==> config.mk <==
export PLATFORM = sky130hd
export DESIGN_NAME = dtq_datapath
export DESIGN_NICKNAME = d
export VERILOG_FILES = /design/src/rtl/dtq_pkg.sv /design/src/rtl/dtq_datapath.sv
export SDC_FILE = /design/constraint.sdc
export NUM_CORES = 2
export LEC_CHECK = 0
export ABC_AREA = 0
export BUFFER_PORTS_ARGS = -buffer_cell sky130_fd_sc_hd__buf_2
export CORE_ASPECT_RATIO = 2
export CORE_UTILIZATION = 60
export DETAILED_ROUTE_END_ITERATION = 8
export PLACE_DENSITY = 0.81
export SLEW_MARGIN = 20
export SYNTH_ARGS = -nofsm -noshare
export SYNTH_HDL_FRONTEND = slang
export SYNTH_SLANG_ARGS = --single-unit
==> constraint.sdc <==
create_clock -name clk -period 9.39 [get_ports clk]
set_input_delay 1.4085 -clock clk [delete_from_list [all_inputs] [get_ports clk]]
set_output_delay 1.4085 -clock clk [all_outputs]
set_load 0.01 [all_outputs]
==> src/rtl/dtq_pkg.sv <==
package dtq_pkg;

	localparam int MAX_FRAC_DIGITS_DEF = 12;
	localparam int FCNT_W = 5;
	localparam int EXP_W = 9;
	localparam int WIDE_W = 256;
	localparam int CNT_W = 7;
	localparam int QUO_W = 64;
	localparam logic [EXP_W-1:0] EXP_DIGIT_LIMIT = 9'd40;
	localparam logic [EXP_W-1:0] EXP_FAIL_LIMIT = 9'd20;

	typedef enum logic [2:0] {
		PH_START, PH_INT, PH_FRAC, PH_EXP_START, PH_EXP_DIGITS, PH_DONE
	} phase_t;

	typedef enum logic [2:0] {
		ST_IDLE, ST_MULF, ST_ADDF, ST_MULE, ST_SAT, ST_DIV, ST_FIN
	} state_t;

	typedef struct packed {
		logic              neg;
		logic [63:0]       int_acc;
		logic [63:0]       frac_acc;
		logic [FCNT_W-1:0] frac_cnt;
		logic              seen;
		logic [EXP_W-1:0]  exp_acc;
		logic              exp_neg;
	} tok_t;

	typedef struct packed {
		logic load;
		logic mul_num;
		logic mul_den;
		logic add_frac;
		logic sat_load;
		logic div_step;
		logic out_load;
	} cmd_t;

	typedef struct packed {
		logic              fail;
		logic [FCNT_W-1:0] frac_cnt;
		logic [EXP_W-1:0]  exp_acc;
		logic              exp_neg;
	} stat_t;

endpackage

==> src/rtl/dtq_datapath.sv <==
module dtq_datapath import dtq_pkg::*; (
	input  logic        clk,
	input  tok_t        tok,
	input  cmd_t        cmd,
	output stat_t       st,
	output logic [63:0] value_fixed,
	output logic        ok
);

	logic [WIDE_W-1:0] num_q, den_q, rem_q, rem2, diff;
	logic [63:0]       low_q, frac_q, mag;
	logic [QUO_W-1:0]  quo_q;
	logic              neg_q, sat_q, ge;
	stat_t             st_q;

	assign st   = st_q;
	assign rem2 = {rem_q[WIDE_W-2:0], low_q[63]};
	assign diff = rem2 - den_q;
	assign ge   = rem2 >= den_q;
	assign mag  = sat_q ? 64'h7FFF_FFFF_FFFF_FFFF : quo_q;

	always_ff @(posedge clk) begin
		if (cmd.load) begin
			num_q       <= {192'd0, tok.int_acc};
			den_q       <= WIDE_W'(1);
			frac_q      <= tok.frac_acc;
			neg_q       <= tok.neg;
			st_q.fail   <= !tok.seen || (tok.exp_acc >= EXP_FAIL_LIMIT);
			st_q.frac_cnt <= tok.frac_cnt;
			st_q.exp_acc  <= tok.exp_acc;
			st_q.exp_neg  <= tok.exp_neg;
		end
		if (cmd.mul_num) num_q <= (num_q << 3) + (num_q << 1);
		if (cmd.mul_den) den_q <= (den_q << 3) + (den_q << 1);
		if (cmd.add_frac) num_q <= num_q + {192'd0, frac_q};
		if (cmd.sat_load) begin
			// quotient below 2^63 keeps the upper dividend below the divisor
			sat_q <= num_q >= (den_q << 31);
			rem_q <= {32'd0, num_q[WIDE_W-1:32]};
			low_q <= {num_q[31:0], 32'd0};
			quo_q <= '0;
		end
		if (cmd.div_step) begin
			rem_q <= ge ? diff : rem2;
			low_q <= {low_q[62:0], 1'b0};
			quo_q <= {quo_q[QUO_W-2:0], ge};
		end
		if (cmd.out_load) begin
			ok          <= !st_q.fail;
			value_fixed <= st_q.fail ? 64'd0 : (neg_q ? (~mag + 64'd1) : mag);
		end
	end

endmodule

==> impl_results.md, run 1 <==
- Outcome: aborted with a tool error
- Most used DFF post-synth: edfxtp_1
- Async SR Flop Fraction: 0%
- Sequential element share of the synthesized area: 27.74%
- Via count of the first global-routing pass: between 100k and 150k
- CTS root buf: clkbuf_16
- Initial core utilization: between 60% and 70%
- Syn avg cell area: 7.747 um^2
- Flops & latches, synth: 1010
- Mapped Area: 109300 um^2
- Postcts setup bufs: 0
- Syn_nets: 15320
- Yosys top cell by area: edfxtp_1
- Post-DP HPWL: 450.3 mm
- Ys Warns: 0
- Post-CTS Resized: 0
- CTS Sinks: approximately 1000
- Synth top area share: 27.74%
- GRT overflow: 3946
- Largest net degree at the start of global routing: 222
- Port Buffer Count: 233
- Cell Rows: 221
- H-tree Lvls: 3
- Max clock buf depth: 3
- Synthesized instance count: between 10000 and 15000
- Global-route wire length before repair: 1177 mm
- Distinct cells, synth: 97
- Post-synth EDFFs: 1010
- Top-Level Pins: 234
- Cts hold-fix bufs: 0
- Total CTS buffers: 103
- Synth top cells by count: a21oi_1 (2044), nor2_1 (1714), nand2_1 (1311), ha_1 (1050), edfxtp_1 (1010)
- RePlAce Congestion: 1.291
- Die X-Extent: 303.9 um
- Tool error: [ERROR GRT-0116] Global routing finished with congestion. Check the congestion regions in the DRC Viewer.
- Gr usage total: 83.13%
- Die H: 605.7 um
- Most common cell in the netlist: a21oi_1
- Exit stage: global routing (5_1_grt)
- Main area contributors after synthesis: edfxtp_1 (28%), ha_1 (12%), a21oi_1 (9.4%)
metal layers:
metal / overflow / GRT usage [%]
met1: 43 / 78.83
met2: 2601 / 102.6
met3: 90 / 66.43
met4: 1203 / 91.70
met5: 9 / 29.66
cell families after synthesis:
kind of cell	synth area share, %
and+or+nand+nor	20.79
AOI/OAI and AO/OA	25.63
buffers and inverters	4.448
adders and majority gates	12.09
xor gates and xnor gates	8.203
DFF	27.74
muxes	1.099
per-stage QoR:
step	cell area, um^2	worst slack, ps	hold WS (ps)	cells
2_1_floorplan	109300	1166	500.0	14110
3_3_place_gp	112300	754.8	507.9	16190
3_5_place_dp	112400	1228	513.1	16190
4_1_cts	115900	1198	529.2	16380
==> inputs of run 2 (changes only) <==
--- a/config.mk
+++ b/config.mk
@@ -7,10 +7,9 @@
 export LEC_CHECK = 0
 export ABC_AREA = 0
 export BUFFER_PORTS_ARGS = -buffer_cell sky130_fd_sc_hd__buf_2
-export CORE_ASPECT_RATIO = 2
-export CORE_UTILIZATION = 60
+export CORE_UTILIZATION = 40
 export DETAILED_ROUTE_END_ITERATION = 8
-export PLACE_DENSITY = 0.81
+export PLACE_DENSITY_LB_ADDON = 0.15
 export SLEW_MARGIN = 20
 export SYNTH_ARGS = -nofsm -noshare
 export SYNTH_HDL_FRONTEND = slang
==> run 2 against run 1 <==
The flow now finishes without violations. Synthesized cell count unchanged. Area after synthesis stayed put.
==> impl_results.md, run 2 <==
- Outcome: complete, no violations
- Worst slew pin tran: approximately 1300 ps
- Max Slew Vio Count: 0
- Cell Rows: 191 (-14%)
- Final setup TNS: 0 ps
- Max-cap violations: 0
- Initial core utilization: 40.31% (-20 points)
- Total CTS buffers: 144 (+40%)
- Global-route wire length before repair: 673.2 mm
- Ys Warns: 0 (unchanged)
- CTS Sinks: 1010 (unchanged)
- Worst EP required: 9920 ps
- Hold depth: 1
- RSZ-0062 raised after global routing: no
- CP max stage cell: o41ai_1
- Most common cell in the netlist: a21oi_1
- Syn avg cell area: 7.747 um^2 (unchanged)
- Final period util: 75.99%
- Leading cell type in the layout, fill and taps excluded: a21oi_1
- Slew HR: 15.81%
- Syn_nets: 15320 (unchanged)
- Main area contributors after synthesis: edfxtp_1 (28%), ha_1 (12%), a21oi_1 (9.4%)
- Synth top cells by count: a21oi_1 (2044), nor2_1 (1714), nand2_1 (1311), ha_1 (1050), edfxtp_1 (1010)
- Mapped Area: 109300 um^2 (unchanged)
- Initial antenna violation count: 15
- Layout cells sized above 1: 5.135%
- Vias per inst: 6.232
- CTS root buf: clkbuf_16
- Distinct cells, synth: 97 (unchanged)
- RePlAce Congestion: 1.015 (-21%)
- Commonest cells after routing, fill and taps aside: a21oi_1 (2044), nor2_1 (1714), nand2_1 (1310), ha_1 (1050), edfxtp_1 (1010)
- GRT overflow: 0
- FMAX: 140.1 MHz
- Finished layout cell area: 118200 um^2
- Post-DP HPWL: 367.6 mm (-18%)
- Async SR Flop Fraction: 0% (unchanged)
- Most frequent CP cell: o21ai_1
- Final wirelength: 454.9 mm
- H-tree Lvls: 4 (+1)
- Core box area: 271200 um^2
- Top-Level Pins: 234 (unchanged)
- Die ar.: 275400 um^2
- Via count of the first global-routing pass: 102200
- DRC violations left: 0
- Synth top area share: 27.74% (unchanged)
- Regs by FF count: den_q x256, num_q x256, rem_q x255
- Iter 0 DRT Violations: 12790
- DP Area: 113600 um^2 (+1.1%)
- Port Buffer Count: 233 (unchanged)
- Post-CTS Resized: 0 (unchanged)
- Cell chain of the critical path: inv_1 -> ha_1 -> nand2_1 -> or4_1 -> nor4_1 -> o311ai_1 -> a211oi_2 -> nor2_1 -> o21ai_1 -> a41oi_1 -> o41ai_1 -> a31oi_1 -> o21ai_1 -> a221oi_1 -> xnor2_1 -> mux2i_1 -> a21oi_1
- Final min period: between 7000 and 8000 ps
- Post-synth EDFFs: 1010 (unchanged)
- Post-DRT Antenna Nets: 0
- CTS tree: built
- Gr usage total: a little under a third
- Final hold viol count: 0
- Die X-Extent: 524.8 um (+73%)
- First-pass DRT Iterations: 6
- Flops & latches, synth: 1010 (unchanged)
- Yosys top cell by area: edfxtp_1
- Clock skew: 58.81 ps
- Most used DFF post-synth: edfxtp_1
- Via count: between 100k and 150k
- Max Fanout on Critical Path: 6
- Arrival @ worst endpoint: 7670 ps
- Largest stage delay, worst path: 950 ps
- Hold crit path type: flop to flop
- Sequential element share of the synthesized area: 27.74% (unchanged)
- R2r setup slk: 2250 ps
- Synthesized instance count: 14110 (unchanged)
- Postcts setup bufs: 0 (unchanged)
- Largest net degree at the start of global routing: 172
- CP Class: flop to flop
- Drt wl/cell: 25.79 um
- R2R cell count: 17
- Worst setup EP type: flop
- Final setup viols: 0
- Cts hold-fix bufs: 0 (unchanged)
- Layout Area Growth over Synthesis: 8.069%
- Max clock buf depth: 4 (+1)
- Startpoint Class: flop
- Nets: approximately 15000
- Die H: 524.8 um (-13%)
- Worst-skew pair later-pin latency: 870 ps
- Clock slew at reported path FFs: roughly 60 ps
-- run 2: area by class of cell --
cell class              instances  area [um^2]
fillers                     27880       153100
multi-input cells           11810        74230
flip-flops and latches       1010        30330
well taps                    3570         4467
clock buffers                 170         3744
inverters                     640         2415
repair buffers                344         2130
clock inverters                83        832.0
diodes                          5        12.51
-- run 2: critical path, delay by kind of cell (launching register included) --
family	cells	cell delay, ps
and+or+nand+nor	4	1400
AOI/OAI and AO/OA	9	4170
buffers and inverters	1	110
xor gates and xnor gates	1	170
DFF	1	420
muxes	1	150
adders and majority gates	1	390
-- run 2: worst paths after layout --
kind	startpoint	end
hold reg to reg	low_q[48]$_DFFE_PP_	low_q[49]$_DFFE_PP_
setup / recovery	den_q[25]$_SDFFCE_PN0P_	rem_q[165]$_DFFE_PP_
hold / removal	low_q[48]$_DFFE_PP_	low_q[49]$_DFFE_PP_
setup reg to reg	den_q[25]$_SDFFCE_PN0P_	rem_q[165]$_DFFE_PP_
-- run 2: routing by layer --
layer / routed length (um) / GRT usage [%] / vias up
li1: - / - / 51590
met1: 217300 / 48.77 / 52840
met2: 184400 / 45.38 / 4815
met3: 39540 / 4.381 / 659
met4: 13620 / 8.521 / 10
met5: 59 / 0 / -
-- run 2: stage by stage --
step / util, % / setup slack (ps) / instances / hold WS (ps)
after floorplan: - / 1166 / 14110 / 500.0
after global placement: 41.87 / 2660 / 17380 / 532.0
after detailed placement: 41.87 / 2576 / 17380 / 530.8
after CTS: 43.56 / 2551 / 17630 / 540.2
after global routing: 43.56 / 2124 / 17630 / 560.7
final: 43.56 / 2254 / 17640 / 540.1
-- run 2: cells by family (layout without fill, tap and decap cells) --
| family | after synthesis | in the layout | share of synthesized area, % |
|---|---|---|---|
| other | 0 | 5 | 0 |
| multiplexers | 115 | 115 | 1.099 |
| AND/OR/NAND/NOR | 4909 | 4909 | 20.79 |
| XOR/XNOR | 1024 | 1024 | 8.203 |
| flip-flops | 1010 | 1010 | 27.74 |
| AO/OA/AOI/OAI | 4712 | 4712 | 25.63 |
| buffers and inverters | 1290 | 1237 | 4.448 |
| adder cells (fa/ha/maj) | 1054 | 1054 | 12.09 |
Power of run 2 is not shown: default switching activity piles up to over one toggle a cycle in this logic, so the estimate is an artifact.
