--- src/rtl/dtq_pkg.sv ---
package dtq_pkg;

	localparam int MAX_FRAC_DIGITS_DEF = 12;
	localparam int FCNT_W = 5;
	localparam int EXP_W = 9;
	localparam int WIDE_W = 256;
	localparam int CNT_W = 7;
	localparam int QUO_W = 64;
	localparam logic [EXP_W-1:0] EXP_DIGIT_LIMIT = 9'd40;
	localparam logic [EXP_W-1:0] EXP_FAIL_LIMIT = 9'd20;

	typedef enum logic [2:0] {
		PH_START, PH_INT, PH_FRAC, PH_EXP_START, PH_EXP_DIGITS, PH_DONE
	} phase_t;

	typedef enum logic [2:0] {
		ST_IDLE, ST_MULF, ST_ADDF, ST_MULE, ST_SAT, ST_DIV, ST_FIN
	} state_t;

	typedef struct packed {
		logic              neg;
		logic [63:0]       int_acc;
		logic [63:0]       frac_acc;
		logic [FCNT_W-1:0] frac_cnt;
		logic              seen;
		logic [EXP_W-1:0]  exp_acc;
		logic              exp_neg;
	} tok_t;

	typedef struct packed {
		logic load;
		logic mul_num;
		logic mul_den;
		logic add_frac;
		logic sat_load;
		logic div_step;
		logic out_load;
	} cmd_t;

	typedef struct packed {
		logic              fail;
		logic [FCNT_W-1:0] frac_cnt;
		logic [EXP_W-1:0]  exp_acc;
		logic              exp_neg;
	} stat_t;

endpackage

--- src/rtl/dtq_parser.sv ---
module dtq_parser import dtq_pkg::*; #(
	parameter int MAX_FRAC_DIGITS = MAX_FRAC_DIGITS_DEF
) (
	input  logic       clk,
	input  logic       arst_n,
	input  logic       fire,
	input  logic [7:0] char_code,
	input  logic       last_char,
	output tok_t       tok_next
);

	phase_t phase_q, phase_d;
	tok_t   tok_q, tok_d;
	logic   dig, sign, emark;
	logic [3:0] d;

	assign dig   = (char_code >= 8'h30) && (char_code <= 8'h39);
	assign d     = char_code[3:0];
	assign sign  = (char_code == 8'h2B) || (char_code == 8'h2D);
	assign emark = (char_code == 8'h65) || (char_code == 8'h45);

	always_comb begin
		tok_d   = tok_q;
		phase_d = phase_q;
		unique case (phase_q)
			PH_START, PH_INT: begin
				if (phase_q == PH_START && sign) begin
					tok_d.neg = (char_code == 8'h2D);
					phase_d = PH_INT;
				end else if (dig) begin
					tok_d.int_acc = (tok_q.int_acc << 3) + (tok_q.int_acc << 1) + {60'd0, d};
					tok_d.seen = 1'b1;
					phase_d = PH_INT;
				end else if (char_code == 8'h2E) begin
					phase_d = PH_FRAC;
				end else if (emark) begin
					phase_d = PH_EXP_START;
				end else begin
					phase_d = PH_DONE;
				end
			end
			PH_FRAC: begin
				if (dig) begin
					if (tok_q.frac_cnt < FCNT_W'(MAX_FRAC_DIGITS)) begin
						tok_d.frac_acc = (tok_q.frac_acc << 3) + (tok_q.frac_acc << 1)
							+ {60'd0, d};
						tok_d.frac_cnt = tok_q.frac_cnt + 1'b1;
						tok_d.seen = 1'b1;
					end
				end else if (emark) begin
					phase_d = PH_EXP_START;
				end else begin
					phase_d = PH_DONE;
				end
			end
			PH_EXP_START: begin
				if (sign) begin
					tok_d.exp_neg = (char_code == 8'h2D);
					phase_d = PH_EXP_DIGITS;
				end else if (dig) begin
					tok_d.exp_acc = {5'd0, d};
					phase_d = PH_EXP_DIGITS;
				end else begin
					phase_d = PH_DONE;
				end
			end
			PH_EXP_DIGITS: begin
				if (dig && tok_q.exp_acc < EXP_DIGIT_LIMIT)
					tok_d.exp_acc = (tok_q.exp_acc << 3) + (tok_q.exp_acc << 1) + {5'd0, d};
				else
					phase_d = PH_DONE;
			end
			default: ;
		endcase
	end

	assign tok_next = tok_d;

	always_ff @(posedge clk or negedge arst_n) begin
		if (!arst_n) begin
			phase_q <= PH_START;
			tok_q   <= '0;
		end else if (fire) begin
			// clear for the next token after the closing character
			if (last_char) begin
				phase_q <= PH_START;
				tok_q   <= '0;
			end else begin
				phase_q <= phase_d;
				tok_q   <= tok_d;
			end
		end
	end

endmodule

--- config.mk ---
export PLATFORM = sky130hd
export DESIGN_NAME = dtq_parser
export DESIGN_NICKNAME = d
export VERILOG_FILES = /design/src/rtl/dtq_pkg.sv /design/src/rtl/dtq_parser.sv
export SDC_FILE = /design/constraint.sdc
export NUM_CORES = 1
export LEC_CHECK = 0
export BUFFER_PORTS_ARGS = -buffer_cell sky130_fd_sc_hd__buf_2
export CORE_MARGIN = 1
export CORE_UTILIZATION = 50
export CTS_BUF_LIST = sky130_fd_sc_hd__clkbuf_8
export CTS_CLUSTER_DIAMETER = 80
export DETAILED_ROUTE_END_ITERATION = 8
export GPL_TIMING_DRIVEN = 0
export PLACE_DENSITY = 0.69
export SYNTH_ARGS = -nofsm -noshare
export SYNTH_HDL_FRONTEND = slang
export SYNTH_SLANG_ARGS = --single-unit
--- constraint.sdc ---
create_clock -name clk -period 6.3 [get_ports clk]
set_input_delay 0 -clock clk [delete_from_list [all_inputs] [get_ports clk]]
set_output_delay 0 -clock clk [all_outputs]
set_load 0.02 [all_outputs]
==> results.cfg, run 1 <==
[logic_synthesis]
yosys-top-cells-area = dfrtp_1, ha_1, nand2_1
yosysWarningCount = 0
ys_async_sr_fraction = 1.000
synth_common_cells = nand2_1, ha_1, a21oi_1
synth_most_common_cell = nand2_1
synth_flop_cell = dfrtp_1
synth_largest_area_cell = dfrtp_1
synth_cells = 1986
synth_edf_count = 0
synth_top_area_frac = 0.2279
ys_seq_elements = 148
syn_area_mm2 = 0.01625
avgSynthCellArea_um2 = 8.183
ys_seq_area_frac = 0.2279
syn_nets = 2261
synth_cell_types = 81

[timing]
rsz0062_at_grt = false
setup_ws_ns = 1.468
slew_violations = 0
whs_ns = 0.03475
clock_skew_ns = 0.01572
hold_violations = 0
period_minus_slack_ns = 4.832
max-slew-margin-rel = 0.3108
min_period_over_period = 0.7670
setup_violations = 0
fmax_ghz = 0.2069
setup_tns_ns = 0
tightest_slew_ns = 1.027

[routing]
drc = 0
routed_wl_mm = 47.40
num_vias = 15690
vias_per_cell = 5.994
drt_iter0_drc = 1004
ant_nets = 0
wl_per_cell_um = 18.11
dr.pass1.iters = 6

[placement]
placed_area_mm2 = 0.01763
hpwl_mm = 37.10
gp_congestion = 0.9450
place.port_buffers = 155
preCtsSetupSlack_ns = 2.110

[worst_setup_path]
endpoint = tok_next[79]
r2r_setup_slack_ns = 2.19
rr_worst_depth = 14
cp_max_fo = 3
cp_data_required_time_ns = 6.30
critPathLaunchType = flip-flop
reg2reg_to = tok_q[77]
end_kind = primary output
critical_path_class = flip-flop to primary output
reg2reg_from = tok_q[16]
crit_start = tok_q[16]
arrival_ns = 4.83

[clock_network]
cts-resized-gates = 0
cts_tree = done
clockBufferDepth = 2
worst_skew_pair.late_latency_ns = 0.50
cts-htree-levels = 4
clock-root-buffer = clkbuf_8
cts_sinks = 148
postCtsHoldBufs = 7
clk_pin_slew_ns = 0.10
cts_buffers = 17
cts_setup_buffers = 0

[floorplan]
die_x_um = 182.3
die_area_mm2 = 0.03323
start_util = 0.5110
io_pins = 157
dieHeight_um = 182.3
coreArea_mm2 = 0.03180
rows = 65

[global_route]
grtUsageTotal = 0.2886
grt-ovfl-total = 0
grt_pass1_wl_mm = 77.72
grt_max_degree = 59
grt_pass1_vias = 15240
antenna_found_initial = 0

[cells_and_area]
drive_above_1_share = 0.1187
antenna_cells = 0
fin_util = 0.5697
synthToLayoutAreaGrowth_pct = 11.48
design_area_mm2 = 0.01812
nets = 2444

[pwr]
pwr_density_cell_mw_per_mm2 = 103.9
p_leak_nw = 9.721
peakVddDrop_uv = 127.9

[status]
status = complete, no violations

[worst_hold_path]
hold_path.class = primary input to flip-flop

[flow_run]
cap_violations = 0
layout make-up:
type / instances / area (um^2)
buffer: 106 / 426.7
clock buffer: 18 / 247.7
clock inverter: 14 / 156.4
fill: 3009 / 13680
inverter: 40 / 150.1
multi-input combinational: 1692 / 11970
sequential: 148 / 3704
tap: 435 / 544.3
timing repair buffer: 164 / 917.1
logic make-up after synthesis:
group	synth area share
simple gates	0.1692
buf+inv	0.03549
flops	0.2279
xor+xnor	0.06899
compound gates	0.2772
mux	0.01594
fa+ha+maj	0.2053
layout by cell type, fill, tap and decap left out, drive strengths merged, types with 17 or more instances in the layout:
master,instances
ha,257
nand4,39
nand2,382
clkbuf,107
xnor2,87
o21ai,142
nor2,88
buf,175
nand3,28
xor2,41
o21bai,30
dfrtp,148
nor3,24
inv,50
a21oi,154
a211oi,17
a21o,53
a22o,135
mux2,23
a31oi,21
critical path, cell delays in order (launching register included):
cell      delay, ns
dfrtp_1        0.36
inv_1          0.08
fa_1           0.52
inv_1          0.07
ha_1           0.31
a211oi_1       0.33
o21bai_1       0.17
a211oi_1       0.55
o21a_1         0.34
a21oi_1        0.16
a21boi_1       0.34
o211ai_1       0.19
xor2_1         0.20
o21ai_0        0.44
buf_2          0.26
state kept, by name, indices dropped and copies added, names as in the netlist:
register and count:
phase_q 3, tok_q 145
worst min path at each step:
stage,from,end,slack (ns),depth (start not counted)
5_1_grt,char_code[2],tok_q[3],0.06,4
3_5_place_dp,arst_n,tok_q[92],-0.08,1
3_3_place_gp,last_char,tok_q[15],0.41,3
4_1_cts,char_code[2],tok_q[3],0.02,4
6_report,char_code[2],tok_q[3],0.03,4
2_1_floorplan,arst_n,phase_q[0],-0.30,0
per-stage QoR:
stage               std cells  total power, mW
detailed placement       2578            1.081
floorplan                1986            1.024
global placement         2576            1.073
global route             2617            1.946
finish                   2617            1.883
CTS                      2617            1.900
power by group:
group | total [mW] | internal, mW | switching [mW] | leakage (nW)
sequential | 0.955 | 0.952 | 0.00245 | 2.06
clock | 0.817 | 0.344 | 0.473 | 0.202
combinational | 0.111 | 0.0276 | 0.0837 | 7.45
layer usage:
metal | up-vias | global-route usage | routed length [um]
met5 | - | 0 | 0
met4 | 0 | 0.09815 | 1214
met3 | 63 | 0.03692 | 2174
met2 | 392 | 0.4783 | 22220
met1 | 7557 | 0.3869 | 21790
li1 | 7675 | - | -
Note: power is estimated with default switching activity, not from simulation.
==> inputs of run 2 (changes only) <==
--- a/config.mk
+++ b/config.mk
@@ -5,6 +5,7 @@
 export SDC_FILE = /design/constraint.sdc
 export NUM_CORES = 1
 export LEC_CHECK = 0
+export ABC_AREA = 1
 export BUFFER_PORTS_ARGS = -buffer_cell sky130_fd_sc_hd__buf_2
 export CORE_MARGIN = 1
 export CORE_UTILIZATION = 50
@@ -12,7 +13,7 @@
 export CTS_CLUSTER_DIAMETER = 80
 export DETAILED_ROUTE_END_ITERATION = 8
 export GPL_TIMING_DRIVEN = 0
-export PLACE_DENSITY = 0.69
+export PLACE_DENSITY = 0.71
 export SYNTH_ARGS = -nofsm -noshare
 export SYNTH_HDL_FRONTEND = slang
 export SYNTH_SLANG_ARGS = --single-unit
==> constraint.sdc (replaced) <==
create_clock -name clk -period 4.2 [get_ports clk]
set_input_delay 0 -clock clk [delete_from_list [all_inputs] [get_ports clk]]
set_output_delay 0 -clock clk [all_outputs]
set_load 0.02 [all_outputs]
==> run 2 against run 1 <==
Cell area grew 29%. Via count up 44%. Clock-buffer cell count fell by 1. Hold slack better by 0.012 ns. Highest routed layer unchanged. Sequential power rose by 53%. Largest power group unchanged. Combinational power rose to 3.4 times the previous value.
==> results.cfg, run 2 <==
[clock_network]
cts_tree = done
clock-root-buffer = clkbuf_8
worst_skew_pair.late_latency_ns = 0.57
cts-resized-gates = 0
clk_pin_slew_ns = 0.10
cts_buffers = 17
cts-htree-levels = 4
cts_sinks = 148
clockBufferDepth = 2

[worst_setup_path]
crit_start = tok_q[80]
arrival_ns = 3.68
critPathLaunchType = flip-flop
cp_data_required_time_ns = 4.20
cp_max_fo = 5
end_kind = primary output
critical_path_class = flip-flop to primary output
r2r_setup_slack_ns = 1.09
reg2reg_from = tok_q[16]

[timing]
setup_violations = 0
rsz0062_at_grt = false
max-slew-margin-rel = 0.2388
min_period_over_period = 0.8761
clock_skew_ns = 0.02550
period_minus_slack_ns = 3.680
fmax_ghz = 0.2718
slew_violations = 0
setup_tns_ns = 0
hold_violations = 0
tightest_slew_ns = 1.142
setup_ws_ns = 0.5203

[worst_hold_path]
hold_path.class = primary input to flip-flop
hold_start = char_code[5]

[flow_run]
cap_violations = 0

[logic_synthesis]
yosys-top-cells-area = nand2_1, dfrtp_1, ha_1
synth_largest_area_cell = nand2_1
synth_cell_types = 56
syn_area_mm2 = 0.02128
synth_most_common_cell = nand2_1
ys_async_sr_fraction = 1.000
ys_seq_elements = 148
synth_top_area_frac = 0.2641
synth_edf_count = 0
yosysWarningCount = 0
synth_cells = 3657
syn_nets = 3932
avgSynthCellArea_um2 = 5.819
synth_flop_cell = dfrtp_1
ys_seq_area_frac = 0.1740
synth_common_cells = nand2_1, inv_1, ha_1

[floorplan]
die_x_um = 208.3
io_pins = 157
die_area_mm2 = 0.04339
start_util = 0.5073
rows = 75
coreArea_mm2 = 0.04195
dieHeight_um = 208.3

[cells_and_area]
synthToLayoutAreaGrowth_pct = 9.501
largest_register_ff_count = 145
max_flop_register = tok_q
nets = 4116
antenna_cells = 0
final_common_cell = nand2_1
fillers = 4474
fin_util = 0.5555
mostFrequentLayoutCells = nand2_1, inv_1, ha_1
reg.largest.list = tok_q x145, phase_q x3
drive_above_1_share = 0.1043

[global_route]
grt-ovfl-total = 0
grt_max_degree = 85
grt_pass1_vias = 21330
grtUsageTotal = 0.3390
grt_pass1_wl_mm = 113.7
antenna_found_initial = 1

[placement]
hpwl_mm = 60.53
preCtsSetupSlack_ns = 1.119
gp_congestion = 0.9863
place.port_buffers = 155

[routing]
wl_per_cell_um = 16.49
dr.pass1.iters = 6
vias_per_cell = 5.159
drt_iter0_drc = 1474
drc = 0
num_vias = 22660
routed_wl_mm = 72.46
ant_nets = 0

[pwr]
p_leak_nw = 15.11
pwr_density_cell_mw_per_mm2 = 134.9
peakVddDrop_uv = 156.3
power.total_mw = 3.142

[status]
status = complete, no violations
-- run 2: cell types whose count changed after synthesis, moves of 65 or more --
cell and delta:
a22o_1 -119, nand2_1 +1115, inv_1 +637, nor2_1 +142
nand3_1 +125, or2_2 +65
-- run 2: metrics by stage --
step	hold WS (ns)	instance area [um^2]	cells
after global placement	0.2669	22730	4351
final	0.04657	23300	4393
after detailed placement	0.006045	22770	4352
after global routing	0.1183	23300	4393
after floorplan	-0.2956	21280	3657
after CTS	0.004427	23300	4393
-- run 2: power by group --
part | switching [mW] | total [mW] | leakage [nW] | internal [mW]
sequential | 0.0185 | 1.46 | 2.06 | 1.44
clock | 0.707 | 1.31 | 0.213 | 0.602
combinational | 0.269 | 0.376 | 12.8 | 0.108
total | 0.995 | 3.14 | 15.1 | 2.15
-- run 2: kinds of logic (layout without fill, tap and decap cells) --
group / after synthesis / after routing / synth area share
AO/OA/AOI/OAI: 317 / 317 / 0.08831
XOR/XNOR: 61 / 61 / 0.02511
adder cells (fa/ha/maj): 263 / 263 / 0.1567
buffers and inverters: 751 / 948 / 0.1375
flip-flops: 148 / 148 / 0.1740
multiplexers: 1 / 1 / 0.0004704
AND/OR/NAND/NOR: 2116 / 2116 / 0.4178
-- run 2: what timing repair did --
item | CTS | global route
hold buffers | 9 | 0
buffers inserted | 0 | 0
hold endpoints to repair | 165 | 0
setup endpoints to repair | 0 | 0
-- run 2: cell type report --
type	count	area, um^2	share of cell area
multi-input combinational	2758	14650	0.6287
sequential	148	3704	0.1589
inverter	688	2587	0.1110
timing repair buffer	165	920.9	0.03952
tap	539	674.4	0.02894
buffer	63	339.1	0.01455
clock buffer	17	234.0	0.01004
clock inverter	15	192.7	0.008269
-- run 2: path summary, 6_finish.rpt --
| check | end | cells past startpoint |
|---|---|---|
| min in group asynchronous | tok_q[123] | 3 |
| setup reg to reg | tok_q[58] | 17 |
| hold / removal | phase_q[0] | 6 |
| hold reg to reg | tok_q[143] | 2 |
| max in group asynchronous | tok_q[76] | 4 |
| setup / recovery | tok_next[136] | 16 |
-- run 2: worst max-delay path: stages (launching register included) --
cell	delay, ns
dfrtp_1	0.39
inv_1	0.09
fa_1	0.52
inv_1	0.07
fa_1	0.43
nand3_1	0.13
nand3_2	0.14
nand2_1	0.09
nand2_1	0.14
nand2_1	0.12
nand3_2	0.17
nand2_1	0.18
nand3_1	0.09
nand2_1	0.07
nand2_1	0.08
a21boi_0	0.22
buf_2	0.21
-- run 2: metal layers --
layer	global-route usage	share of wire	wire (um)
met5	0	0	0
met4	0.1581	0.046	3319
met3	0.04377	0.051	3730
met2	0.5690	0.46	33550
met1	0.4310	0.44	31860
