<file path="config.mk">
export PLATFORM = sky130hd
export DESIGN_NAME = dtq_ctrl
export DESIGN_NICKNAME = d
export VERILOG_FILES = /design/src/rtl/dtq_pkg.sv /design/src/rtl/dtq_ctrl.sv
export SDC_FILE = /design/constraint.sdc
export NUM_CORES = 1
export LEC_CHECK = 0
export ABC_AREA = 1
export BUFFER_PORTS_ARGS = -buffer_cell sky130_fd_sc_hd__buf_2
export CORE_AREA = 2 2 68 70
export CTS_BUF_LIST = sky130_fd_sc_hd__clkbuf_4 sky130_fd_sc_hd__clkbuf_8
export DETAILED_ROUTE_END_ITERATION = 16
export DIE_AREA = 0 0 70 72
export MAX_ROUTING_LAYER = met4
export PLACE_DENSITY = 0.75
export SLEW_MARGIN = 20
export SYNTH_ARGS = -nofsm -noshare
export SYNTH_HDL_FRONTEND = slang
export SYNTH_SLANG_ARGS = --single-unit
</file>
<file path="constraint.sdc">
create_clock -name clk -period 2.45 [get_ports clk]
set_clock_uncertainty 0.1 [all_clocks]
set_input_delay 0.3675 -clock clk [delete_from_list [all_inputs] [get_ports clk]]
set_output_delay 0.3675 -clock clk [all_outputs]
set_load 0.005 [all_outputs]
</file>
<file path="src/rtl/dtq_pkg.sv">
package dtq_pkg;

	localparam int MAX_FRAC_DIGITS_DEF = 12;
	localparam int FCNT_W = 5;
	localparam int EXP_W = 9;
	localparam int WIDE_W = 256;
	localparam int CNT_W = 7;
	localparam int QUO_W = 64;
	localparam logic [EXP_W-1:0] EXP_DIGIT_LIMIT = 9'd40;
	localparam logic [EXP_W-1:0] EXP_FAIL_LIMIT = 9'd20;

	typedef enum logic [2:0] {
		PH_START, PH_INT, PH_FRAC, PH_EXP_START, PH_EXP_DIGITS, PH_DONE
	} phase_t;

	typedef enum logic [2:0] {
		ST_IDLE, ST_MULF, ST_ADDF, ST_MULE, ST_SAT, ST_DIV, ST_FIN
	} state_t;

	typedef struct packed {
		logic              neg;
		logic [63:0]       int_acc;
		logic [63:0]       frac_acc;
		logic [FCNT_W-1:0] frac_cnt;
		logic              seen;
		logic [EXP_W-1:0]  exp_acc;
		logic              exp_neg;
	} tok_t;

	typedef struct packed {
		logic load;
		logic mul_num;
		logic mul_den;
		logic add_frac;
		logic sat_load;
		logic div_step;
		logic out_load;
	} cmd_t;

	typedef struct packed {
		logic              fail;
		logic [FCNT_W-1:0] frac_cnt;
		logic [EXP_W-1:0]  exp_acc;
		logic              exp_neg;
	} stat_t;

endpackage

</file>
<file path="src/rtl/dtq_ctrl.sv">
module dtq_ctrl import dtq_pkg::*; (
	input  logic  clk,
	input  logic  arst_n,
	input  logic  in_valid,
	input  logic  last_char,
	output logic  in_ready,
	output logic  out_valid,
	input  logic  out_ready,
	input  tok_t  tok,
	input  stat_t st,
	output cmd_t  cmd
);

	state_t state_q, state_d;
	logic [CNT_W-1:0] cnt_q, cnt_d;
	logic out_valid_q;

	assign out_valid = out_valid_q;

	always_comb begin
		state_d  = state_q;
		cnt_d    = cnt_q;
		cmd      = '0;
		in_ready = 1'b0;
		unique case (state_q)
			ST_IDLE: begin
				in_ready = 1'b1;
				if (in_valid && last_char) begin
					cmd.load = 1'b1;
					cnt_d = '0;
					if (!tok.seen || tok.exp_acc >= EXP_FAIL_LIMIT) state_d = ST_FIN;
					else state_d = ST_MULF;
				end
			end
			ST_MULF: begin
				if (cnt_q == {2'b00, st.frac_cnt}) begin
					state_d = ST_ADDF;
				end else begin
					cmd.mul_num = 1'b1;
					cmd.mul_den = 1'b1;
					cnt_d = cnt_q + 1'b1;
				end
			end
			ST_ADDF: begin
				cmd.add_frac = 1'b1;
				cnt_d = '0;
				state_d = ST_MULE;
			end
			ST_MULE: begin
				if (cnt_q == CNT_W'(st.exp_acc)) begin
					state_d = ST_SAT;
				end else begin
					cmd.mul_den = st.exp_neg;
					cmd.mul_num = !st.exp_neg;
					cnt_d = cnt_q + 1'b1;
				end
			end
			ST_SAT: begin
				cmd.sat_load = 1'b1;
				cnt_d = '0;
				state_d = ST_DIV;
			end
			ST_DIV: begin
				cmd.div_step = 1'b1;
				cnt_d = cnt_q + 1'b1;
				if (cnt_q == CNT_W'(QUO_W - 1)) state_d = ST_FIN;
			end
			ST_FIN: begin
				// hold until the output register frees up
				if (!out_valid_q || out_ready) begin
					cmd.out_load = 1'b1;
					state_d = ST_IDLE;
				end
			end
			default: state_d = ST_IDLE;
		endcase
	end

	always_ff @(posedge clk or negedge arst_n) begin
		if (!arst_n) begin
			state_q     <= ST_IDLE;
			cnt_q       <= '0;
			out_valid_q <= 1'b0;
		end else begin
			state_q <= state_d;
			cnt_q   <= cnt_d;
			if (cmd.out_load) out_valid_q <= 1'b1;
			else if (out_ready) out_valid_q <= 1'b0;
		end
	end

	a_ready_idle: assert property (@(posedge clk) disable iff (!arst_n)
		in_ready |-> state_q == ST_IDLE) else $error("ready outside idle");
	a_out_hold: assert property (@(posedge clk) disable iff (!arst_n)
		out_valid_q && !out_ready |=> out_valid_q) else $error("result dropped");
	a_div_bound: assert property (@(posedge clk) disable iff (!arst_n)
		state_q == ST_DIV |-> cnt_q < CNT_W'(QUO_W)) else $error("divide overrun");
	a_load_fin: assert property (@(posedge clk) disable iff (!arst_n)
		cmd.out_load |=> state_q == ST_IDLE && out_valid_q) else $error("load lost");

endmodule

</file>
==> reports/metrics.csv, run 1 <==
stage,metric,value,unit
drt,via/cell ratio,4.419,
layout,most frequent cells in the layout,"nand2_1 (70), buf_2 (34), inv_1 (28), nor2_1 (16), dfrtp_1 (11)",
drt,DRT antenna net count,0,
yosys,syn avg cell area,6.067,µm²
placement,HPWL after DPL,2242,µm
hold_path,hold depth,2,
timing,Rel. slew slack,0.7755,
drt,routed length per instance,9.699,µm
floorplan,Initial Util,0.2732,
placement,Post-DP Area,0.001370,mm²
cts,clock slew at reported path FFs,0.06,ns
critical_path,Worst Setup End Kind,primary output,
yosys,Mapped Area,0.001165,mm²
power,P_leak,0.0008313,µW
yosys,YS warnings,0,
critical_path,WP data arrival,1.55,ns
drt,DRC viols,0,
critical_path,Startpoint Class,flip-flop,
global_routing,GR Overflow Total,0,
cts,CTS H-Tree Depth,1,
timing,Worst-Margin Slew,0.3368,ns
drt,Initial DRC Count,37,
global_routing,initial antenna violation count,0,
placement,GP Congestion,0.8309,
cts,PostCTS Resize Cnt,0,
timing,Final Max Slew Viols,0,
timing,Final min period,2.018,ns
hold_path,Hold Path End,out_valid,
layout,number of antenna diodes,0,
timing,final period utilization,0.8235,
floorplan,std cell rows,24,
timing,final setup violation count,0,
layout,"most common cell after layout, fill and taps aside",nand2_1,
yosys,Unique masters post-synth,23,
floorplan,Core Area,0.004264,mm²
cts,CTS tree,yes,
drt,via count,1233,
critical_path,r2r startpoint,cnt_q[0],
drt,Initial DRT Pass Iterations,4,
power,PD cells,807.4,mW/mm²
placement,pre-CTS WS,0.6875,ns
floorplan,die height,72,µm
timing,Final Hold Vio Count,0,
yosys,Cells after Synth,192,
power,Max VDD drop,0.2947,mV
placement,placed cells,274,
global_routing,pin count of the biggest net entering global routing,12,
cts,clock sink count,11,
critical_path,worst setup path category,flip-flop to primary output,
timing,Fmax,495.6,MHz
critical_path,Worst R2R Setup Slack,0.71,ns
layout,NumNets Final,395,
cts,Root Buffer,clkbuf_8,
layout,Layout Cells excl Fill,279,
timing,PnR worst setup slack,0.4324,ns
outcome,outcome,completed,
layout,fin area,0.001426,mm²
yosys,Post-Syn Nets,359,
timing,RSZ-0062 raised after global routing,false,
job,# Max-Cap Violations,0,
layout,layout cells sized above 1,0.2907,
global_routing,vias in the first global route,1096,
yosys,register area share after synthesis,0.2363,
hold_path,Worst Hold Class,input port to flip-flop,
cts,worst-skew pair later-pin latency,0.24,ns
cts,post-CTS setup buffers,0,
drt,aggregate routed wire length,2706,µm
global_routing,all-layer global routing usage,0.1177,
global_routing,first-pass GRT wire length,4685,µm
yosys,Seq cells post-synth,11,
layout,Layout area overhead,22.45,%
floorplan,IO Pins,175,
critical_path,R2R depth,8,
cts,TritonCTS buffer count,3,
floorplan,die area,0.005040,mm²
critical_path,worst path required time,1.98,ns
critical_path,reg-to-reg endpoint,state_q[0],
floorplan,Die Wd,70,µm
hold_path,hold path start,out_ready,
placement,Buffers on Ports,34,
cts,Clock Tree Buf Depth,2,
timing,Setup TNS,0,ns
critical_path,Worst Path Max Fanout,8,
==> layer usage <==
layer,GRT usage,routed length (µm),up-vias
met4,0.05128,57,0
met2,0.1958,1310,26
met1,0.1435,1210,537
met3,0.01667,129,7
met5,-,0,-
li1,-,-,663
==> worst max-delay path, cell delays in order, from the launching register on <==
cell,delay [ns]
dfrtp_1,0.51
inv_2,0.06
nand2_1,0.06
nand2_1,0.06
nor2_2,0.10
nand2_2,0.10
o21bai_4,0.19
o21ai_0,0.10
buf_2,0.13
==> power by group <==
group          total [µW]  switching, µW  internal, µW
Combinational         649            399           251
Sequential            311           79.8           231
Clock                 191           79.0           112
Total                1150            557           594
==> through the flow <==
stage	hold WS [ns]	util	total power (µW)
detailed placement	0.1634	0.3213	965.4
global placement	0.1616	0.3213	946.4
global route	0.2166	0.3345	1270
floorplan	-0.02809	-	802.0
finish	0.2078	0.3345	1152
CTS	0.2046	0.3345	1164
==> flip-flops by register name, summed over array words and instances, names as in the netlist <==
name	cells
out_valid	1
state_q	3
cnt_q	7
==> synth_stat cells <==
| cell type | count | share of area |
|---|---|---|
| a21oi_1 | 5 | 0.021 |
| buf_4 | 4 | 0.026 |
| dfrtp_1 | 11 | 0.24 |
| ha_1 | 1 | 0.011 |
| inv_1 | 28 | 0.090 |
| inv_2 | 8 | 0.026 |
| nand2_1 | 70 | 0.23 |
| nand2_2 | 4 | 0.021 |
| nand2_4 | 1 | 0.0097 |
| nand3_1 | 8 | 0.034 |
| nand3_2 | 2 | 0.017 |
| nand3_4 | 1 | 0.015 |
| nand4_1 | 10 | 0.054 |
| nand4_4 | 1 | 0.018 |
| nor2_1 | 16 | 0.052 |
| nor2_2 | 6 | 0.032 |
| nor2_4 | 4 | 0.039 |
| nor3_1 | 2 | 0.0086 |
| nor3b_1 | 1 | 0.0064 |
| o21ai_0 | 6 | 0.026 |
| o21bai_4 | 1 | 0.016 |
| xnor2_1 | 1 | 0.0075 |
| xor2_1 | 1 | 0.0075 |
==> what timing repair did <==
| item | 4_1_cts | 5_1_grt |
|---|---|---|
| endpoints found under the setup margin | 0 | 0 |
| hold buffers | 1 | 0 |
| endpoints found under the hold margin | 11 | 0 |
==> how the worst max path moves through the flow <==
stage	from	end	slack, ns	cells past startpoint
global route	cnt_q[0]	cmd[4]	0.28	8
finish	cnt_q[2]	cmd[4]	0.43	8
global placement	cnt_q[0]	cmd[4]	0.69	8
CTS	cnt_q[2]	cmd[4]	0.41	8
floorplan	cnt_q[0]	cmd[4]	0.90	7
detailed placement	cnt_q[0]	cmd[4]	0.69	8
==> cell families (layout without fill, tap and decap cells) <==
kind of cell	after synthesis	after routing	share of synthesized area
AOI/OAI and AO/OA	12	12	0.06337
xor gates and xnor gates	2	2	0.01504
adders and majority gates	1	1	0.01074
buffers and inverters	40	75	0.1418
DFF	11	11	0.2363
and+or+nand+nor	126	126	0.5328
==> layout make-up <==
type	count	area [µm²]
clock inverter	1	5.005
timing repair buffer	35	180.2
sequential	11	275.3
inverter	36	135.1
multi-input combinational	141	724.4
tap	52	65.06
clock buffer	3	41.29
fill	470	2838
Note: power is estimated with default switching activity, not from simulation.
==> run 2: changes to the inputs <==
- clock period: 2.45 -> 1.9 ns (I/O delays scaled with it)
==> run 2 against run 1 <==
Utilization is 2.0 points higher. Sequential power is 30% higher. Power is 37% higher. Register-to-register slack worse by 0.62 ns. Count of clock-buffer cells in the layout stayed put. Flip-flop and latch count stayed put. Cell count is 3.6% higher. Global-route usage hardly changed. Sequential share of layout area is 0.49 points lower. Clock power is 29% higher. Combinational power is 42% higher. Via count is 3.2% higher. Critical path type unchanged.
==> reports/metrics.csv, run 2 (synthesized netlist as in run 1, its figures left out) <==
stage,metric,value,unit,change
layout,"most common cell after layout, fill and taps aside",nand2_1,,
floorplan,IO Pins,175,,unchanged
layout,most frequent cells in the layout,"nand2_1 (70), buf_2 (34), inv_1 (28), nor2_1 (16)",,
placement,HPWL after DPL,2242,µm,unchanged
timing,Final min period,1.807,ns,
critical_path,"most used cell, CP",nand2_1,,
power,PD cells,1042,mW/mm²,+29%
outcome,outcome,completed,,
timing,Final Max Slew Viols,0,,unchanged
job,# Max-Cap Violations,0,,unchanged
floorplan,die height,72,µm,unchanged
timing,Fmax,553.5,MHz,
hold_path,Worst Hold Class,input port to flip-flop,,
power,Flop pwr share,0.256,,-0.014
timing,Rel. slew slack,0.7841,,+0.008571
layout,Util after Layout,0.3542,,+0.01966
global_routing,all-layer global routing usage,0.1174,,-0.0003027
floorplan,Core Area,0.004264,mm²,unchanged
timing,Worst-Margin Slew,0.3239,ns,-0.01286 ns
critical_path,slowest CP cell,dfrtp_2,,
drt,via/cell ratio,4.405,,-0.33%
critical_path,Worst Path Max Fanout,9,,+1
layout,register area,284.0,µm²,+3.2%
global_routing,first-pass GRT wire length,4692,µm,+0.15%
drt,Initial DRC Count,37,,unchanged
critical_path,worst setup path category,flip-flop to primary output,,
drt,aggregate routed wire length,2908,µm,+7.5%
floorplan,std cell rows,24,,unchanged
placement,Buffers on Ports,34,,unchanged
power,Comb power frac,0.587,,+0.023
cts,TritonCTS buffer count,3,,unchanged
timing,hold_ws,0.1263,ns,-0.08149 ns
power,P_leak,0.0008688,µW,+4.5%
timing,Setup TNS,0,ns,unchanged
global_routing,GR Overflow Total,0,,unchanged
drt,DRT antenna net count,0,,unchanged
global_routing,pin count of the biggest net entering global routing,12,,unchanged
drt,routed length per instance,10.06,µm,+3.7%
layout,Largest Register,cnt_q,,
layout,multi-input combinational cell area,724.4,µm²,unchanged
cts,Root Buffer,clkbuf_8,,
layout,layout cells sized above 1,0.3502,,+0.05946
drt,DRC viols,0,,unchanged
floorplan,Die Wd,70,µm,unchanged
cts,CTS tree,yes,,
layout,number of antenna diodes,0,,unchanged
cts,worst-skew pair later-pin latency,0.24,ns,about the same
critical_path,Worst R2R Setup Slack,0.09,ns,-0.62 ns
layout,Layout area overhead,29.65,%,
power,total power,1574,µW,+37%
cts,clock sink count,11,,unchanged
power,Sw Ratio,0.4783,,-0.005709
timing,final setup violation count,0,,unchanged
timing,Final Hold Vio Count,0,,unchanged
layout,max reg flops,7,,unchanged
cts,CTS H-Tree Depth,1,,unchanged
layout,filler instances,462,,-1.7%
critical_path,delay of the slowest critical-path stage,0.47,ns,-0.04 ns
placement,GP Congestion,0.8309,,unchanged
drt,Initial DRT Pass Iterations,4,,unchanged
placement,Post-DP Area,0.001370,mm²,unchanged
layout,fin area,0.001510,mm²,+5.9%
critical_path,Worst Setup End Kind,primary output,,
power,clock power share,0.157,,-0.009
floorplan,Initial Util,0.2732,,unchanged
global_routing,vias in the first global route,1085,,-1.0%
critical_path,worst path required time,1.51,ns,-0.47 ns
timing,RSZ-0062 raised after global routing,false,,
drt,via count,1273,,+3.2%
global_routing,initial antenna violation count,0,,unchanged
critical_path,WP data arrival,1.42,ns,-0.13 ns
power,Max VDD drop,0.3854,mV,+31%
cts,Clock Tree Buf Depth,2,,unchanged
timing,final period utilization,0.9508,,
critical_path,Startpoint Class,flip-flop,,
power,P_int,821.2,µW,+38%
layout,NumNets Final,405,,+2.5%
critical_path,crit-path cells,nand2_1 > nand2_1 > nor2_2 > nand3_1 > nand2_2 > o21ai_0 > buf_2,,
floorplan,die area,0.005040,mm²,unchanged
cts,clock slew at reported path FFs,0.06,ns,about the same
power,NetSw,752.9,µW,+35%
==> run 2: cell types whose count changed in the layout (fill, tap and decap cells not counted) <==
cell     change
dfrtp_1      -7
dfrtp_2      +7
buf_4       +10
==> run 2: metrics by stage <==
stage,setup slack (ns),cells
floorplan,0.4208,192
global placement,0.1623,274
detailed placement,0.1702,274
CTS,0.001250,281
global route,0.0005427,289
finish,0.09339,289
==> run 2: final cells by class <==
cell class | count | share of cell area
Tap cell | 52 | 0.04308
Sequential cell | 11 | 0.1881
Timing Repair Buffer | 45 | 0.1690
Clock buffer | 3 | 0.02734
Multi-Input combinational cell | 141 | 0.4797
Inverter | 36 | 0.08948
Clock inverter | 1 | 0.003314
==> run 2: worst max-delay path, delay by kind of cell, from the launching register on <==
family	cells	cell delay, ns
AO/OA/AOI/OAI	1	0.07
buffers and inverters	1	0.12
flip-flops	1	0.47
AND/OR/NAND/NOR	5	0.51
==> run 2: timing repair <==
| item | 4_1_cts | 5_1_grt |
|---|---|---|
| gates resized for setup | 4 | 3 |
| endpoints found under the hold margin | 11 | 0 |
| pin swaps | 1 | 0 |
| setup endpoints to repair | 2 | 2 |
| hold buffers | 1 | 0 |
| setup buffers | 2 | 8 |
==> run 2: worst paths after layout <==
check,depth (start not counted),startpoint,to
worst max-delay path,7,cnt_q[4],cmd[4]
worst min-delay path,2,out_ready,out_valid
worst max register to register,8,cnt_q[0],state_q[2]
worst min register to register,2,cnt_q[6],cnt_q[6]
max in group asynchronous,2,arst_n,cnt_q[6]
min in group asynchronous,2,arst_n,cnt_q[0]
==> run 2: power groups by stage <==
stage	logic, µW	registers [µW]	clock network [µW]
final	924	404	247
after global routing	1030	417	261
after CTS	856	404	254
after detailed placement	842	403	0
after global placement	821	399	0
after floorplan	685	349	0
==> run 2: per-layer routing <==
metal	vias up	wire length, µm	GRT usage
li1	688	-	-
met1	556	1327	0.1426
met2	24	1423	0.1989
met3	5	116	0.01528
met4	0	42	0.04701
met5	-	0	-
==> run 3: changes to the inputs <==
- CORE_AREA: 2 2 68 70 -> not set
- CORE_UTILIZATION: not set -> 27
- DIE_AREA: 0 0 70 72 -> not set
- PLACE_DENSITY: 0.75 -> 0.78
- clock period: 1.9 -> 1.5 ns (I/O delays scaled with it)
==> run 3 against run 2 <==
Non-clock buffer count is 25 higher. The flow now finishes with violations (negative setup slack). Combinational power is 100% higher. Clock power is 37% higher. Worst hold slack worse by 0.049 ns. Largest cell class unchanged. Via count is 14% higher. Worst setup slack worse by 0.37 ns. Power is 70% higher. Count of clock-buffer cells in the layout is 1 higher. Global-route usage is 4.1 points higher. Highest routed layer unchanged.
==> reports/metrics.csv, run 3 (synthesized netlist as in run 1, its figures left out) <==
stage,metric,value,unit,change
layout,"most common cell after layout, fill and taps aside",nand2_1,,
global_routing,first-pass GRT wire length,5147,µm,+9.7%
outcome,failing checks,negative setup slack,,
global_routing,all-layer global routing usage,0.1589,,+0.04147
layout,max reg flops,7,,unchanged
layout,Layout area overhead,60.69,%,
drt,Initial DRT Pass Iterations,4,,unchanged
layout,NumNets Final,430,,+6.2%
placement,Post-DP Area,0.001503,mm²,+9.7%
layout,fin area,0.001872,mm²,+24%
layout,Largest Register,cnt_q,,
critical_path,R2R depth,9,,+1
timing,Worst-Margin Slew,0.2888,ns,-0.03510 ns
floorplan,IO Pins,175,,unchanged
timing,RSZ-0062 raised after global routing,true,,
cts,clock slew at reported path FFs,0.06,ns,about the same
job,# Max-Cap Violations,0,,unchanged
timing,hold_ws,0.07783,ns,-0.04851 ns
timing,Fmax,561.6,MHz,
placement,placed cells,290,,+5.8%
critical_path,"most used cell, CP",nand2_1,,
floorplan,Die Wd,67.69,µm,-3.3%
floorplan,die area,0.004581,mm²,-9.1%
cts,TritonCTS buffer count,3,,unchanged
critical_path,WP depth,7,,unchanged
global_routing,vias in the first global route,1222,,+13%
drt,via count,1457,,+14%
layout,filler instances,391,,-15%
critical_path,worst setup path category,flip-flop to primary output,,
global_routing,GR Overflow Total,0,,unchanged
drt,routed length per instance,12.86,µm,+28%
timing,final setup violation count,15,,+15
layout,most frequent cells in the layout,"nand2_1 (62), buf_2 (33), buf_4 (27), inv_1 (23), inv_2 (12)",,
timing,Setup TNS,-1.449,ns,-1.449 ns
critical_path,Worst Path Max Fanout,5,,-4
critical_path,Worst Setup End Kind,primary output,,
layout,Layout Cells excl Fill,312,,+8.0%
floorplan,die height,67.69,µm,-6.0%
power,PD cells,1432,mW/mm²,+37%
placement,HPWL after DPL,2427,µm,+8.3%
critical_path,slowest CP cell,dfrtp_2,,
timing,Rel. slew slack,0.8075,,+0.02340
drt,DRT antenna net count,0,,unchanged
global_routing,pin count of the biggest net entering global routing,12,,unchanged
critical_path,r2r startpoint,cnt_q[0],,
cts,CTS H-Tree Depth,1,,unchanged
floorplan,Initial Util,0.2871,,+0.01390
power,P_leak,0.001031,µW,+19%
critical_path,worst path required time,1.17,ns,-0.34 ns
cts,clock sink count,11,,unchanged
critical_path,"delay-heaviest family, CP",flip-flops,,
outcome,outcome,finished with violations,,
timing,Final min period,1.781,ns,
layout,number of antenna diodes,0,,unchanged
cts,Clock Tree Buf Depth,2,,unchanged
drt,Initial DRC Count,74,,+100%
floorplan,std cell rows,23,,-4.2%
drt,via/cell ratio,4.670,,+6.0%
critical_path,crit-path cells,inv_1 > nand2_1 > nand2_1 > nand3_4 > o21bai_4 > o21ai_1 > buf_2,,
critical_path,reg-to-reg endpoint,state_q[2],,
timing,final period utilization,1.187,,
critical_path,critical path startpoint,cnt_q[1],,
critical_path,Critical Path End,cmd[4],,
cts,worst-skew pair later-pin latency,0.25,ns,about the same
placement,GP Congestion,0.8699,,+4.7%
hold_path,Worst Hold Class,input port to flip-flop,,
drt,DRC viols,0,,unchanged
power,total power,2680,µW,+70%
floorplan,Core Area,0.004058,mm²,-4.8%
critical_path,buffers and inverters on the worst path,2,,+1
critical_path,delay of the slowest critical-path stage,0.44,ns,-0.03 ns
power,Max VDD drop,0.7077,mV,+84%
cts,CTS tree,yes,,
drt,aggregate routed wire length,4013,µm,+38%
critical_path,WP data arrival,1.46,ns,+0.04 ns
timing,PnR worst setup slack,-0.2806,ns,-0.3740 ns
timing,Final Max Slew Viols,0,,unchanged
cts,Root Buffer,clkbuf_8,,
critical_path,Worst R2R Setup Slack,-0.18,ns,-0.27 ns
critical_path,Startpoint Class,flip-flop,,
timing,Final Hold Vio Count,0,,unchanged
global_routing,initial antenna violation count,0,,unchanged
layout,layout cells sized above 1,0.5000,,+0.1498
placement,Buffers on Ports,34,,unchanged
-- run 3: cell types whose count changed in the layout (fill, tap and decap cells not counted), sizes merged --
| cell | before | now |
|---|---|---|
| clkbuf | 3 | 4 |
| clkinv | 1 | 0 |
| buf | 44 | 69 |
-- run 3: timing repair --
| item | 4_1_cts | 5_1_grt |
|---|---|---|
| setup buffers | 8 | 11 |
| hold buffers | 1 | 0 |
| setup endpoints to repair | 14 | 18 |
| resized for setup | 28 | 29 |
| pin swaps | 12 | 13 |
| endpoints found under the hold margin | 11 | 0 |
-- run 3: cell type report --
class | instances | area (µm²) | area share
clock buffer | 4 | 48.80 | 0.02607
sequential | 11 | 282.8 | 0.1511
inverter | 36 | 137.6 | 0.07353
timing repair buffer | 70 | 479.2 | 0.2560
multi-input combinational | 141 | 860.8 | 0.4599
tap | 50 | 62.56 | 0.03342
-- run 3: worst min path at each step --
stage | to | cells past startpoint | from | slack, ns
after floorplan | cnt_q[0] | 0 | arst_n | -0.17
after detailed placement | cnt_q[0] | 1 | arst_n | 0.02
final | out_valid | 2 | out_ready | 0.08
after global placement | out_valid | 1 | arst_n | 0.02
after CTS | out_valid | 2 | out_ready | 0.07
after global routing | out_valid | 2 | out_ready | 0.09
-- run 3: metal layers --
layer	vias to the layer above	GRT usage	routed length, µm
li1	731	-	-
met1	670	0.1722	1575
met2	47	0.2797	2156
met3	9	0.02027	189
met4	0	0.08245	91
met5	-	-	0
-- run 3: where the power goes --
group | switching, µW | leakage (µW) | total (µW) | internal [µW]
clock network | 131 | 0.0000262 | 338 | 206
logic | 1010 | 0.000867 | 1850 | 840
registers | 101 | 0.000138 | 487 | 386
-- run 3: stage by stage --
| step | util | setup slack (ns) |
|---|---|---|
| floorplan | - | 0.02084 |
| global placement | 0.3703 | -0.06824 |
| detailed placement | 0.3703 | -0.1033 |
| CTS | 0.4215 | -0.2661 |
| global route | 0.4613 | -0.3777 |
| finish | 0.4613 | -0.2806 |
